**config.mk**
```make
export PLATFORM = sky130hd
export DESIGN_NAME = mandelbrot_pixel_color
export DESIGN_NICKNAME = d
export VERILOG_FILES = /design/src/hw/rtl/mpc_pkg.sv /design/src/hw/rtl/mpc_regs.sv /design/src/hw/rtl/mpc_div.sv /design/src/hw/rtl/mpc_core.sv /design/src/hw/rtl/mandelbrot_pixel_color.sv
export SDC_FILE = /design/constraint.sdc
export NUM_CORES = 2
export LEC_CHECK = 0
export BUFFER_PORTS_ARGS = -buffer_cell sky130_fd_sc_hd__buf_4
export CAP_MARGIN = 20
export CORE_UTILIZATION = 40
export DETAILED_ROUTE_END_ITERATION = 12
export GPL_TIMING_DRIVEN = 0
export PLACE_DENSITY = 0.62
export SETUP_SLACK_MARGIN = 0.5
export SLEW_MARGIN = 10
export SYNTH_ARGS = -nofsm -noshare
export SYNTH_HDL_FRONTEND = slang
export SYNTH_SLANG_ARGS = --single-unit
```
**constraint.sdc**
```tcl
create_clock -name clk -period 15.3 [get_ports clk]
set_input_delay 0.765 -clock clk [delete_from_list [all_inputs] [get_ports clk]]
set_output_delay 0.765 -clock clk [all_outputs]
set_load 0.01 [all_outputs]
```
**src/hw/rtl/mpc_pkg.sv**
```systemverilog
// ----------------------------------------------------------------------------
// mpc_pkg
// Shared types, constants and the color palette of the escape-time colorer.
// ----------------------------------------------------------------------------
package mpc_pkg;

    localparam int MAX_ITER     = 500;
    localparam int PALETTE_SIZE = 16;
    localparam int COORD_W      = 32;
    localparam int FRAC_BITS    = 28;
    localparam int MAX_DIM      = 4096;

    localparam int IDX_W        = 12;
    localparam int SPAN_W       = 31;
    localparam int DIM_W        = 13;
    localparam int PROD_W       = 2 * COORD_W;
    localparam int DIV_N        = IDX_W + SPAN_W;
    localparam int ITER_W       = $clog2(MAX_ITER + 1);
    localparam int ESC_W        = 9;
    localparam int PAL_W        = $clog2(PALETTE_SIZE);
    localparam int CH_W         = 8;

    localparam int TDATA_IN_W   = 24;
    localparam int TDATA_OUT_W  = 48;
    localparam int APB_AW       = 5;
    localparam int APB_DW       = 32;
    localparam int REG_IDX_W    = 3;

    localparam logic [CH_W-1:0] ALPHA_OPAQUE = 8'hFF;

    typedef enum logic [REG_IDX_W-1:0] {
        REG_ORIGIN_REAL  = 3'd0,
        REG_ORIGIN_IMAG  = 3'd1,
        REG_SPAN_REAL    = 3'd2,
        REG_SPAN_IMAG    = 3'd3,
        REG_IMAGE_WIDTH  = 3'd4,
        REG_IMAGE_HEIGHT = 3'd5
    } reg_idx_t;

    typedef struct packed {
        logic signed [COORD_W-1:0] origin_real;
        logic signed [COORD_W-1:0] origin_imag;
        logic [SPAN_W-1:0]         span_real;
        logic [SPAN_W-1:0]         span_imag;
        logic [DIM_W-1:0]          image_width;
        logic [DIM_W-1:0]          image_height;
    } cfg_t;

    typedef struct packed {
        logic [ESC_W-1:0] escape_count;
        logic             inside_set;
        logic [CH_W-1:0]  alpha;
        logic [CH_W-1:0]  blue;
        logic [CH_W-1:0]  green;
        logic [CH_W-1:0]  red;
    } pix_t;

    typedef enum logic [3:0] {
        ST_IDLE,
        ST_MAP_MUL,
        ST_MAP_START,
        ST_MAP_WAIT,
        ST_SQX,
        ST_SQY,
        ST_PXY,
        ST_UPD,
        ST_DONE
    } state_t;

    // color as {red, green, blue}
    function automatic logic [3*CH_W-1:0] palette(input logic [PAL_W-1:0] idx);
        logic [3*CH_W-1:0] rgb;
        case (idx)
            4'd0:    rgb = {8'd66,  8'd30,  8'd15};
            4'd1:    rgb = {8'd25,  8'd7,   8'd26};
            4'd2:    rgb = {8'd9,   8'd1,   8'd47};
            4'd3:    rgb = {8'd4,   8'd4,   8'd73};
            4'd4:    rgb = {8'd0,   8'd7,   8'd100};
            4'd5:    rgb = {8'd12,  8'd44,  8'd138};
            4'd6:    rgb = {8'd24,  8'd82,  8'd177};
            4'd7:    rgb = {8'd57,  8'd125, 8'd209};
            4'd8:    rgb = {8'd134, 8'd181, 8'd229};
            4'd9:    rgb = {8'd211, 8'd236, 8'd248};
            4'd10:   rgb = {8'd241, 8'd233, 8'd191};
            4'd11:   rgb = {8'd248, 8'd201, 8'd95};
            4'd12:   rgb = {8'd255, 8'd170, 8'd0};
            4'd13:   rgb = {8'd204, 8'd128, 8'd0};
            4'd14:   rgb = {8'd153, 8'd87,  8'd0};
            4'd15:   rgb = {8'd106, 8'd52,  8'd3};
            default: rgb = '0;
        endcase
        return rgb;
    endfunction

endpackage

```
**src/hw/rtl/mpc_regs.sv**
```systemverilog
// ----------------------------------------------------------------------------
// mpc_regs
// APB register file holding the view window and the image size.
// ----------------------------------------------------------------------------
module mpc_regs
    import mpc_pkg::*;
(
    input  logic              clk,
    input  logic              rst_n,
    input  logic              psel,
    input  logic              penable,
    input  logic              pwrite,
    input  logic [APB_AW-1:0] paddr,
    input  logic [APB_DW-1:0] pwdata,
    output logic [APB_DW-1:0] prdata,
    output logic              pready,
    output cfg_t              cfg
);

    cfg_t       cfg_reg;
    cfg_t       cfg_next;
    logic       wr_en;
    reg_idx_t   idx;

    assign pready = 1'b1;
    assign wr_en  = psel && penable && pwrite;
    assign idx    = reg_idx_t'(paddr[APB_AW-1:2]);
    assign cfg    = cfg_reg;

    always_comb
    begin
        cfg_next = cfg_reg;
        if (wr_en)
        begin
            case (idx)
                REG_ORIGIN_REAL:  cfg_next.origin_real  = pwdata;
                REG_ORIGIN_IMAG:  cfg_next.origin_imag  = pwdata;
                REG_SPAN_REAL:    cfg_next.span_real    = pwdata[SPAN_W-1:0];
                REG_SPAN_IMAG:    cfg_next.span_imag    = pwdata[SPAN_W-1:0];
                REG_IMAGE_WIDTH:  cfg_next.image_width  = pwdata[DIM_W-1:0];
                REG_IMAGE_HEIGHT: cfg_next.image_height = pwdata[DIM_W-1:0];
                default:          cfg_next = cfg_reg;
            endcase
        end
    end

    always_comb
    begin
        case (idx)
            REG_ORIGIN_REAL:  prdata = cfg_reg.origin_real;
            REG_ORIGIN_IMAG:  prdata = cfg_reg.origin_imag;
            REG_SPAN_REAL:    prdata = {1'b0, cfg_reg.span_real};
            REG_SPAN_IMAG:    prdata = {1'b0, cfg_reg.span_imag};
            REG_IMAGE_WIDTH:  prdata = {{(APB_DW-DIM_W){1'b0}}, cfg_reg.image_width};
            REG_IMAGE_HEIGHT: prdata = {{(APB_DW-DIM_W){1'b0}}, cfg_reg.image_height};
            default:          prdata = '0;
        endcase
    end

    always_ff @(posedge clk or negedge rst_n)
    begin
        if (!rst_n)
        begin
            cfg_reg.origin_real  <= 32'hE000_0000;
            cfg_reg.origin_imag  <= 32'hEC00_0000;
            cfg_reg.span_real    <= 31'h2800_0000;
            cfg_reg.span_imag    <= 31'h2800_0000;
            cfg_reg.image_width  <= 13'd500;
            cfg_reg.image_height <= 13'd500;
        end
        else
        begin
            cfg_reg <= cfg_next;
        end
    end

endmodule

```
**src/hw/rtl/mpc_div.sv**
```systemverilog
// ----------------------------------------------------------------------------
// mpc_div
// Serial restoring divider: one quotient bit per cycle.
// ----------------------------------------------------------------------------
module mpc_div
    import mpc_pkg::*;
(
    input  logic             clk,
    input  logic             rst_n,
    input  logic             start,
    input  logic [DIV_N-1:0] dividend,
    input  logic [DIM_W-1:0] divisor,
    output logic             done,
    output logic [DIV_N-1:0] quotient
);

    localparam int CNT_W = $clog2(DIV_N);

    logic             busy_reg;
    logic             busy_next;
    logic             done_reg;
    logic             done_next;
    logic [CNT_W-1:0] cnt_reg;
    logic [CNT_W-1:0] cnt_next;
    logic [DIM_W-1:0] rem_reg;
    logic [DIM_W-1:0] rem_next;
    logic [DIV_N-1:0] quo_reg;
    logic [DIV_N-1:0] quo_next;
    logic [DIM_W-1:0] dvs_reg;
    logic [DIM_W-1:0] dvs_next;
    logic [DIM_W:0]   trial;
    logic             fits;

    assign trial    = {rem_reg, quo_reg[DIV_N-1]};
    assign fits     = trial >= {1'b0, dvs_reg};
    assign done     = done_reg;
    assign quotient = quo_reg;

    always_comb
    begin
        busy_next = busy_reg;
        done_next = 1'b0;
        cnt_next  = cnt_reg;
        rem_next  = rem_reg;
        quo_next  = quo_reg;
        dvs_next  = dvs_reg;
        if (start)
        begin
            busy_next = 1'b1;
            cnt_next  = '0;
            rem_next  = '0;
            quo_next  = dividend;
            dvs_next  = divisor;
        end
        else if (busy_reg)
        begin
            rem_next = fits ? DIM_W'(trial - {1'b0, dvs_reg}) : trial[DIM_W-1:0];
            quo_next = {quo_reg[DIV_N-2:0], fits};
            cnt_next = cnt_reg + 1'b1;
            if (cnt_reg == CNT_W'(DIV_N - 1))
            begin
                busy_next = 1'b0;
                done_next = 1'b1;
            end
        end
    end

    always_ff @(posedge clk or negedge rst_n)
    begin
        if (!rst_n)
        begin
            busy_reg <= 1'b0;
            done_reg <= 1'b0;
            cnt_reg  <= '0;
        end
        else
        begin
            busy_reg <= busy_next;
            done_reg <= done_next;
            cnt_reg  <= cnt_next;
        end
    end

    always_ff @(posedge clk)
    begin
        rem_reg <= rem_next;
        quo_reg <= quo_next;
        dvs_reg <= dvs_next;
    end

endmodule

```
**src/hw/rtl/mpc_core.sv**
```systemverilog
// ----------------------------------------------------------------------------
// mpc_core
// Sequencer around one shared 32x32 multiplier: maps the pixel to c and runs
// the escape-time iteration.
// ----------------------------------------------------------------------------
module mpc_core
    import mpc_pkg::*;
(
    input  logic             clk,
    input  logic             rst_n,
    input  cfg_t             cfg,
    input  logic             in_valid,
    output logic             in_ready,
    input  logic [IDX_W-1:0] in_column,
    input  logic [IDX_W-1:0] in_row,
    output logic             res_valid,
    input  logic             res_ready,
    output pix_t             res,
    output logic             div_start,
    output logic [DIV_N-1:0] div_dividend,
    output logic [DIM_W-1:0] div_divisor,
    input  logic             div_done,
    input  logic [DIV_N-1:0] div_quotient
);

    localparam logic signed [COORD_W-1:0] BOUND   = COORD_W'(64'sd1 <<< (FRAC_BITS + 1));
    localparam logic signed [PROD_W-1:0]  FOUR_SQ = PROD_W'(64'sd4 <<< (2 * FRAC_BITS));
    localparam logic signed [PROD_W-1:0]  C_MAX   = PROD_W'((64'sd1 <<< (COORD_W - 1)) - 1);
    localparam logic signed [PROD_W-1:0]  C_MIN   = -C_MAX - 1;

    function automatic logic signed [COORD_W-1:0] sat_coord(input logic signed [PROD_W-1:0] v);
        logic signed [COORD_W-1:0] r;
        if (v > C_MAX)
            r = C_MAX[COORD_W-1:0];
        else if (v < C_MIN)
            r = C_MIN[COORD_W-1:0];
        else
            r = v[COORD_W-1:0];
        return r;
    endfunction

    state_t                    state_reg;
    state_t                    state_next;
    logic                      axis_reg;
    logic                      axis_next;
    logic [IDX_W-1:0]          col_reg;
    logic [IDX_W-1:0]          col_next;
    logic [IDX_W-1:0]          row_reg;
    logic [IDX_W-1:0]          row_next;
    logic signed [COORD_W-1:0] cr_reg;
    logic signed [COORD_W-1:0] cr_next;
    logic signed [COORD_W-1:0] ci_reg;
    logic signed [COORD_W-1:0] ci_next;
    logic signed [COORD_W-1:0] x_reg;
    logic signed [COORD_W-1:0] x_next;
    logic signed [COORD_W-1:0] y_reg;
    logic signed [COORD_W-1:0] y_next;
    logic signed [PROD_W-1:0]  xx_reg;
    logic signed [PROD_W-1:0]  xx_next;
    logic signed [PROD_W-1:0]  yy_reg;
    logic signed [PROD_W-1:0]  yy_next;
    logic signed [PROD_W-1:0]  xy_reg;
    logic signed [PROD_W-1:0]  xy_next;
    logic [ITER_W-1:0]         iter_reg;
    logic [ITER_W-1:0]         iter_next;
    logic [ITER_W-1:0]         count_reg;
    logic [ITER_W-1:0]         count_next;
    logic                      inside_reg;
    logic                      inside_next;

    logic signed [COORD_W-1:0] mul_a;
    logic signed [COORD_W-1:0] mul_b;
    logic signed [PROD_W-1:0]  mul_p;
    logic [IDX_W-1:0]          map_idx;
    logic [SPAN_W-1:0]         map_span;
    logic [DIM_W-1:0]          map_dim;
    logic signed [COORD_W-1:0] map_org;
    logic signed [COORD_W-1:0] map_c;
    logic signed [PROD_W-1:0]  mag_sq;
    logic signed [PROD_W-1:0]  re_sum;
    logic signed [PROD_W-1:0]  im_sum;
    logic signed [COORD_W-1:0] x_new;
    logic signed [COORD_W-1:0] y_new;
    logic                      out_of_bound;
    logic [3*CH_W-1:0]         rgb;

    assign map_idx  = axis_reg ? row_reg : col_reg;
    assign map_span = axis_reg ? cfg.span_imag : cfg.span_real;
    assign map_dim  = axis_reg ? cfg.image_height : cfg.image_width;
    assign map_org  = axis_reg ? cfg.origin_imag : cfg.origin_real;

    always_comb
    begin
        if (map_dim == '0)
            div_divisor = DIM_W'(1);
        else if (map_dim > DIM_W'(MAX_DIM))
            div_divisor = DIM_W'(MAX_DIM);
        else
            div_divisor = map_dim;
    end

    assign div_dividend = xy_reg[DIV_N-1:0];
    assign map_c = sat_coord(PROD_W'(map_org) + $signed({{(PROD_W-DIV_N){1'b0}}, div_quotient}));

    always_comb
    begin
        case (state_reg)
            ST_MAP_MUL:
            begin
                mul_a = $signed({{(COORD_W-IDX_W){1'b0}}, map_idx});
                mul_b = $signed({{(COORD_W-SPAN_W){1'b0}}, map_span});
            end
            ST_SQX:
            begin
                mul_a = x_reg;
                mul_b = x_reg;
            end
            ST_SQY:
            begin
                mul_a = y_reg;
                mul_b = y_reg;
            end
            default:
            begin
                mul_a = x_reg;
                mul_b = y_reg;
            end
        endcase
    end

    assign mul_p  = mul_a * mul_b;
    assign mag_sq = xx_reg + yy_reg;
    assign re_sum = ((xx_reg - yy_reg) >>> FRAC_BITS) + PROD_W'(cr_reg);
    assign im_sum = (xy_reg >>> (FRAC_BITS - 1)) + PROD_W'(ci_reg);
    assign x_new  = sat_coord(re_sum);
    assign y_new  = sat_coord(im_sum);
    assign out_of_bound = (x_new > BOUND) || (x_new < -BOUND) ||
                          (y_new > BOUND) || (y_new < -BOUND);

    always_comb
    begin
        state_next  = state_reg;
        axis_next   = axis_reg;
        col_next    = col_reg;
        row_next    = row_reg;
        cr_next     = cr_reg;
        ci_next     = ci_reg;
        x_next      = x_reg;
        y_next      = y_reg;
        xx_next     = xx_reg;
        yy_next     = yy_reg;
        xy_next     = xy_reg;
        iter_next   = iter_reg;
        count_next  = count_reg;
        inside_next = inside_reg;
        div_start   = 1'b0;
        case (state_reg)
            ST_IDLE:
            begin
                if (in_valid)
                begin
                    col_next   = in_column;
                    row_next   = in_row;
                    axis_next  = 1'b0;
                    state_next = ST_MAP_MUL;
                end
            end
            ST_MAP_MUL:
            begin
                xy_next    = mul_p;
                state_next = ST_MAP_START;
            end
            ST_MAP_START:
            begin
                div_start  = 1'b1;
                state_next = ST_MAP_WAIT;
            end
            ST_MAP_WAIT:
            begin
                if (div_done)
                begin
                    if (!axis_reg)
                    begin
                        cr_next    = map_c;
                        axis_next  = 1'b1;
                        state_next = ST_MAP_MUL;
                    end
                    else
                    begin
                        ci_next    = map_c;
                        x_next     = '0;
                        y_next     = '0;
                        iter_next  = '0;
                        state_next = ST_SQX;
                    end
                end
            end
            ST_SQX:
            begin
                xx_next    = mul_p;
                state_next = ST_SQY;
            end
            ST_SQY:
            begin
                yy_next    = mul_p;
                state_next = ST_PXY;
            end
            ST_PXY:
            begin
                if (mag_sq > FOUR_SQ)
                begin
                    inside_next = 1'b0;
                    count_next  = iter_reg - 1'b1;
                    state_next  = ST_DONE;
                end
                else if (iter_reg == ITER_W'(MAX_ITER))
                begin
                    inside_next = 1'b1;
                    count_next  = '0;
                    state_next  = ST_DONE;
                end
                else
                begin
                    xy_next    = mul_p;
                    state_next = ST_UPD;
                end
            end
            ST_UPD:
            begin
                if (out_of_bound)
                begin
                    inside_next = 1'b0;
                    count_next  = iter_reg;
                    state_next  = ST_DONE;
                end
                else
                begin
                    x_next     = x_new;
                    y_next     = y_new;
                    iter_next  = iter_reg + 1'b1;
                    state_next = ST_SQX;
                end
            end
            ST_DONE:
            begin
                if (res_ready)
                    state_next = ST_IDLE;
            end
            default:
            begin
                state_next = ST_IDLE;
            end
        endcase
    end

    always_ff @(posedge clk or negedge rst_n)
    begin
        if (!rst_n)
            state_reg <= ST_IDLE;
        else
            state_reg <= state_next;
    end

    always_ff @(posedge clk)
    begin
        axis_reg   <= axis_next;
        col_reg    <= col_next;
        row_reg    <= row_next;
        cr_reg     <= cr_next;
        ci_reg     <= ci_next;
        x_reg      <= x_next;
        y_reg      <= y_next;
        xx_reg     <= xx_next;
        yy_reg     <= yy_next;
        xy_reg     <= xy_next;
        iter_reg   <= iter_next;
        count_reg  <= count_next;
        inside_reg <= inside_next;
    end

    assign in_ready  = (state_reg == ST_IDLE);
    assign res_valid = (state_reg == ST_DONE);
    assign rgb       = palette(count_reg[PAL_W-1:0]);

    always_comb
    begin
        res.alpha        = ALPHA_OPAQUE;
        res.inside_set   = inside_reg;
        res.escape_count = inside_reg ? '0 : ESC_W'(count_reg);
        res.red          = inside_reg ? '0 : rgb[3*CH_W-1:2*CH_W];
        res.green        = inside_reg ? '0 : rgb[2*CH_W-1:CH_W];
        res.blue         = inside_reg ? '0 : rgb[CH_W-1:0];
    end

endmodule

```
**src/hw/rtl/mandelbrot_pixel_color.sv**
```systemverilog
// ----------------------------------------------------------------------------
// mandelbrot_pixel_color
// Each input word names one pixel (column, row); the block maps it into the
// window set over APB, runs z = z*z + c from zero for up to 500 steps in
// signed Q4.28 and returns one output word with the palette color, alpha 255,
// the inside flag and the escape step. A pixel takes one word at a time: the
// block maps both coordinates (one multiply and a serial division per axis),
// then iterates, with the single 32x32 multiplier forming x*x, y*y and x*y
// in turn before each update. The finished word sits in an output register,
// so the next pixel is taken while it waits.
// ----------------------------------------------------------------------------
module mandelbrot_pixel_color
    import mpc_pkg::*;
(
    input  logic                   clk,
    input  logic                   rst_n,
    input  logic                   psel,
    input  logic                   penable,
    input  logic                   pwrite,
    input  logic [APB_AW-1:0]      paddr,
    input  logic [APB_DW-1:0]      pwdata,
    output logic [APB_DW-1:0]      prdata,
    output logic                   pready,
    input  logic                   s_axis_tvalid,
    output logic                   s_axis_tready,
    input  logic [TDATA_IN_W-1:0]  s_axis_tdata,   // column, row
    output logic                   m_axis_tvalid,
    input  logic                   m_axis_tready,
    output logic [TDATA_OUT_W-1:0] m_axis_tdata    // red, green, blue, alpha, inside_set,
                                                   // escape_count, zero pad
);

    cfg_t             cfg;
    pix_t             res;
    logic             res_valid;
    logic             res_ready;
    logic             div_start;
    logic [DIV_N-1:0] div_dividend;
    logic [DIM_W-1:0] div_divisor;
    logic             div_done;
    logic [DIV_N-1:0] div_quotient;
    logic             out_valid_reg;
    logic             out_valid_next;
    pix_t             out_reg;
    pix_t             out_next;

    mpc_regs u_regs
    (
        .clk     (clk),
        .rst_n   (rst_n),
        .psel    (psel),
        .penable (penable),
        .pwrite  (pwrite),
        .paddr   (paddr),
        .pwdata  (pwdata),
        .prdata  (prdata),
        .pready  (pready),
        .cfg     (cfg)
    );

    mpc_div u_div
    (
        .clk      (clk),
        .rst_n    (rst_n),
        .start    (div_start),
        .dividend (div_dividend),
        .divisor  (div_divisor),
        .done     (div_done),
        .quotient (div_quotient)
    );

    mpc_core u_core
    (
        .clk          (clk),
        .rst_n        (rst_n),
        .cfg          (cfg),
        .in_valid     (s_axis_tvalid),
        .in_ready     (s_axis_tready),
        .in_column    (s_axis_tdata[IDX_W-1:0]),
        .in_row       (s_axis_tdata[2*IDX_W-1:IDX_W]),
        .res_valid    (res_valid),
        .res_ready    (res_ready),
        .res          (res),
        .div_start    (div_start),
        .div_dividend (div_dividend),
        .div_divisor  (div_divisor),
        .div_done     (div_done),
        .div_quotient (div_quotient)
    );

    assign res_ready = !out_valid_reg || m_axis_tready;

    always_comb
    begin
        out_valid_next = out_valid_reg;
        out_next       = out_reg;
        if (m_axis_tready)
            out_valid_next = 1'b0;
        if (res_valid && res_ready)
        begin
            out_valid_next = 1'b1;
            out_next       = res;
        end
    end

    always_ff @(posedge clk or negedge rst_n)
    begin
        if (!rst_n)
            out_valid_reg <= 1'b0;
        else
            out_valid_reg <= out_valid_next;
    end

    always_ff @(posedge clk)
    begin
        out_reg <= out_next;
    end

    assign m_axis_tvalid = out_valid_reg;
    assign m_axis_tdata  = {{(TDATA_OUT_W - $bits(pix_t)){1'b0}}, out_reg};

`ifndef SYNTHESIS
    a_inside_black: assert property (@(posedge clk) disable iff (!rst_n)
        m_axis_tvalid && out_reg.inside_set |->
            (out_reg.red == '0 && out_reg.green == '0 && out_reg.blue == '0 &&
             out_reg.escape_count == '0))
        else $error("inside pixel not black with zero count");

    a_alpha: assert property (@(posedge clk) disable iff (!rst_n)
        m_axis_tvalid |-> out_reg.alpha == ALPHA_OPAQUE)
        else $error("alpha not opaque");

    a_count_range: assert property (@(posedge clk) disable iff (!rst_n)
        m_axis_tvalid && !out_reg.inside_set |-> out_reg.escape_count < ESC_W'(MAX_ITER))
        else $error("escape count beyond iteration limit");

    a_busy_after_accept: assert property (@(posedge clk) disable iff (!rst_n)
        s_axis_tvalid && s_axis_tready |=> !s_axis_tready)
        else $error("input taken while pixel in progress");
`endif

endmodule
```
==> out/metrics.cfg <==
[run_status]
status = finished clean

[sta]
fin_skew_ps = 62.1
worst_pin_slew_ps = 1330
rsz0062_at_grt = no
min_period_over_period_pct = 91.8
fmax_mhz = 71.2
finalCriticalPeriod_ps = 14050
slew_headroom_pct = 11.5
postLayoutSetupSlackWorst_ps = 1250
finalHoldViolCount = 0
setup_violations = 0
final_max_slew_viol_count = 0

[synthesis]
yosysUniqueCellTypes = 96
yosys.area_share.simple_pct = 13.9
synth_most_common_cell = inv_1
synth_top_area_cell = fa_1
synth_common_cells = inv_1 (1371), nand2_1 (1270), fa_1 (1087), nor2_1 (541), ha_1 (459)
yosys.area.top_type_share_pct = 28.3
syn_inst = 8232
synth-compound-area-share_pct = 11.7
synth_xor_xnor_area_share_pct = 2.63
synth-edff-count = 454
async_flop_share_pct = 26.1
synthAdderAreaFrac_pct = 35.8
seq_area_frac_synth_pct = 23.5
muxShareOfSynthArea_pct = 3.74
synth_area_leaders = fa_1 (28%), edfxtp_1 (18%), ha_1 (7.5%)
netlist_area_sq_um = 76800
synth_top_family_by_area = adder cells
ys_ff_latch = 632
ys_warn_count = 0
avgSynthCellArea_sq_um = 9.33
ys.flop_type = edfxtp_1

[place]
dp_cells = 10900
placed_area_sq_um = 81800
hpwl_microns = 242000
gp_congestion = 1.03
dp_worst_setup_slack_ps = 1850
port_buffers = 133

[grt]
grt_pass1_vias = 62400
overflow = 0
grt_use_total_pct = 29.7
grt_max_degree = 101
antenna_found_initial = 32
grt_pass1_wl_microns = 419000

[drt]
ant_nets = 0
via_per_inst = 5.66
drc_errors = 0
drt_iter0_markers = 6242
wirelength_microns = 287000
via_count = 62700
dr.pass1.iters = 6
avgRoutedWirePerCell_microns = 25.9

[clock_tree]
htreeDepth = 3
cts_root_buf = clkbuf_16
cts.path.max_buffers = 3
cts_setup_buffers = 0
cts_resized = 0
clock_latency_ps = 700
numClockSinks = 632
cts_buffers = 70
tritoncts = built
path_clk_slew_ps = 60
holdBufCountCts = 0

[critical_path]
critPathArrivalTime_ps = 14410
critPathKind = reg -> reg
critPathMaxStageDelay_ps = 1020
required_ps = 15660
crit_family = adder cells
crit_fanout = 10
cpMostUsedCell = fa_1
worst-path-buf-inv = 9
crit_path_start_kind = flop
crit_path_end_kind = flop
cp_slowest_cell = o41ai_1

[die]
die_y_microns = 440
floorplan.rows = 160
core_sq_um = 190000
dieWidth_microns = 440
initial_core_util_pct = 40.3
io_pins = 151
dieArea_sq_um = 194000

[layout]
syn2layout_area_growth_pct = 9.80
largest_register_ffs = 152
final_area_sq_um = 84300
nNetsFinal = 10100
layout-drive-gt1-share_pct = 7.20
post-route-util_pct = 44.3
final_cell_count_no_fill = 11100

[job]
drv_cap = 0

[hold_path]
hold_path_class = in -> async

-- stage by stage --
step / hold WS, ps / setup TNS (ps)
after global routing: 45.1 / 0
after floorplan: 464 / 0
after detailed placement: 497 / 0
final: 13.8 / 0
after global placement: 496 / -60580
after CTS: 9.78 / 0
-- layout by cell type, fill, tap and decap left out, types with 55 or more instances in the layout --
cell type,instances
mux2_2,192
xor2_1,81
inv_1,1371
buf_4,158
nand4_1,61
a22oi_1,80
a211oi_1,66
o21a_1,61
nand3_1,89
o21ai_0,209
nor2_1,537
clkbuf_1,351
nor2b_1,65
a21o_1,115
nor4_1,63
mux2i_1,71
clkbuf_16,72
and2_1,81
dfrtp_1,141
o31ai_1,55
xnor2_1,138
nand2_1,1269
nor3_1,91
fa_1,1087
a21oi_1,369
ha_1,459
edfxtp_1,454
-- layout make-up --
type                       count  area, sq um
tap                         2511         3140
fill                       18500       106000
clock buffer                  88         1880
inverter                    1374         5160
clock inverter                40          522
timing repair buffer         183         1650
sequential                   632        18100
antenna                       15         37.5
multi-input combinational   5848        52300
buffer                       391         1560
-- routing by layer --
metal	global-route usage (%)	wire length (microns)	up-vias
li1	-	-	27400
met1	39.2	116000	31800
met2	45.5	127000	2877
met3	6.98	27400	605
met4	14.7	17100	14
met5	0	191	-
-- path summary, 6_finish.rpt --
check	from	slack [ps]	depth (start not counted)	to
worst max-delay path	u_core.axis_reg	1250	35	u_core.xy_reg[58]
worst min-delay path	rst_n	10	1	u_regs.cfg[69]
worst max register to register	u_core.axis_reg	1250	35	u_core.xy_reg[58]
worst min register to register	u_div.rem_reg[8]	500	2	u_div.rem_reg[8]
max in group asynchronous	rst_n	14330	2	u_regs.cfg[2]
min in group clk	s_axis_tdata[16]	240	1	u_core.row_reg[4]
-- cells by family (layout without fill, tap and decap cells) --
logic type,Yosys count,after routing
multiplexers,263,263
other,2,30
buffers and inverters,1765,2076
AND/OR/NAND/NOR,2447,2447
adder cells (fa/ha/maj),1546,1546
AO/OA/AOI/OAI,1346,1346
XOR/XNOR,231,231
flip-flops,632,632
Power is left out: the tool's default activity adds up to more than one toggle a clock period on the data nets, which glitch-free logic cannot reach.
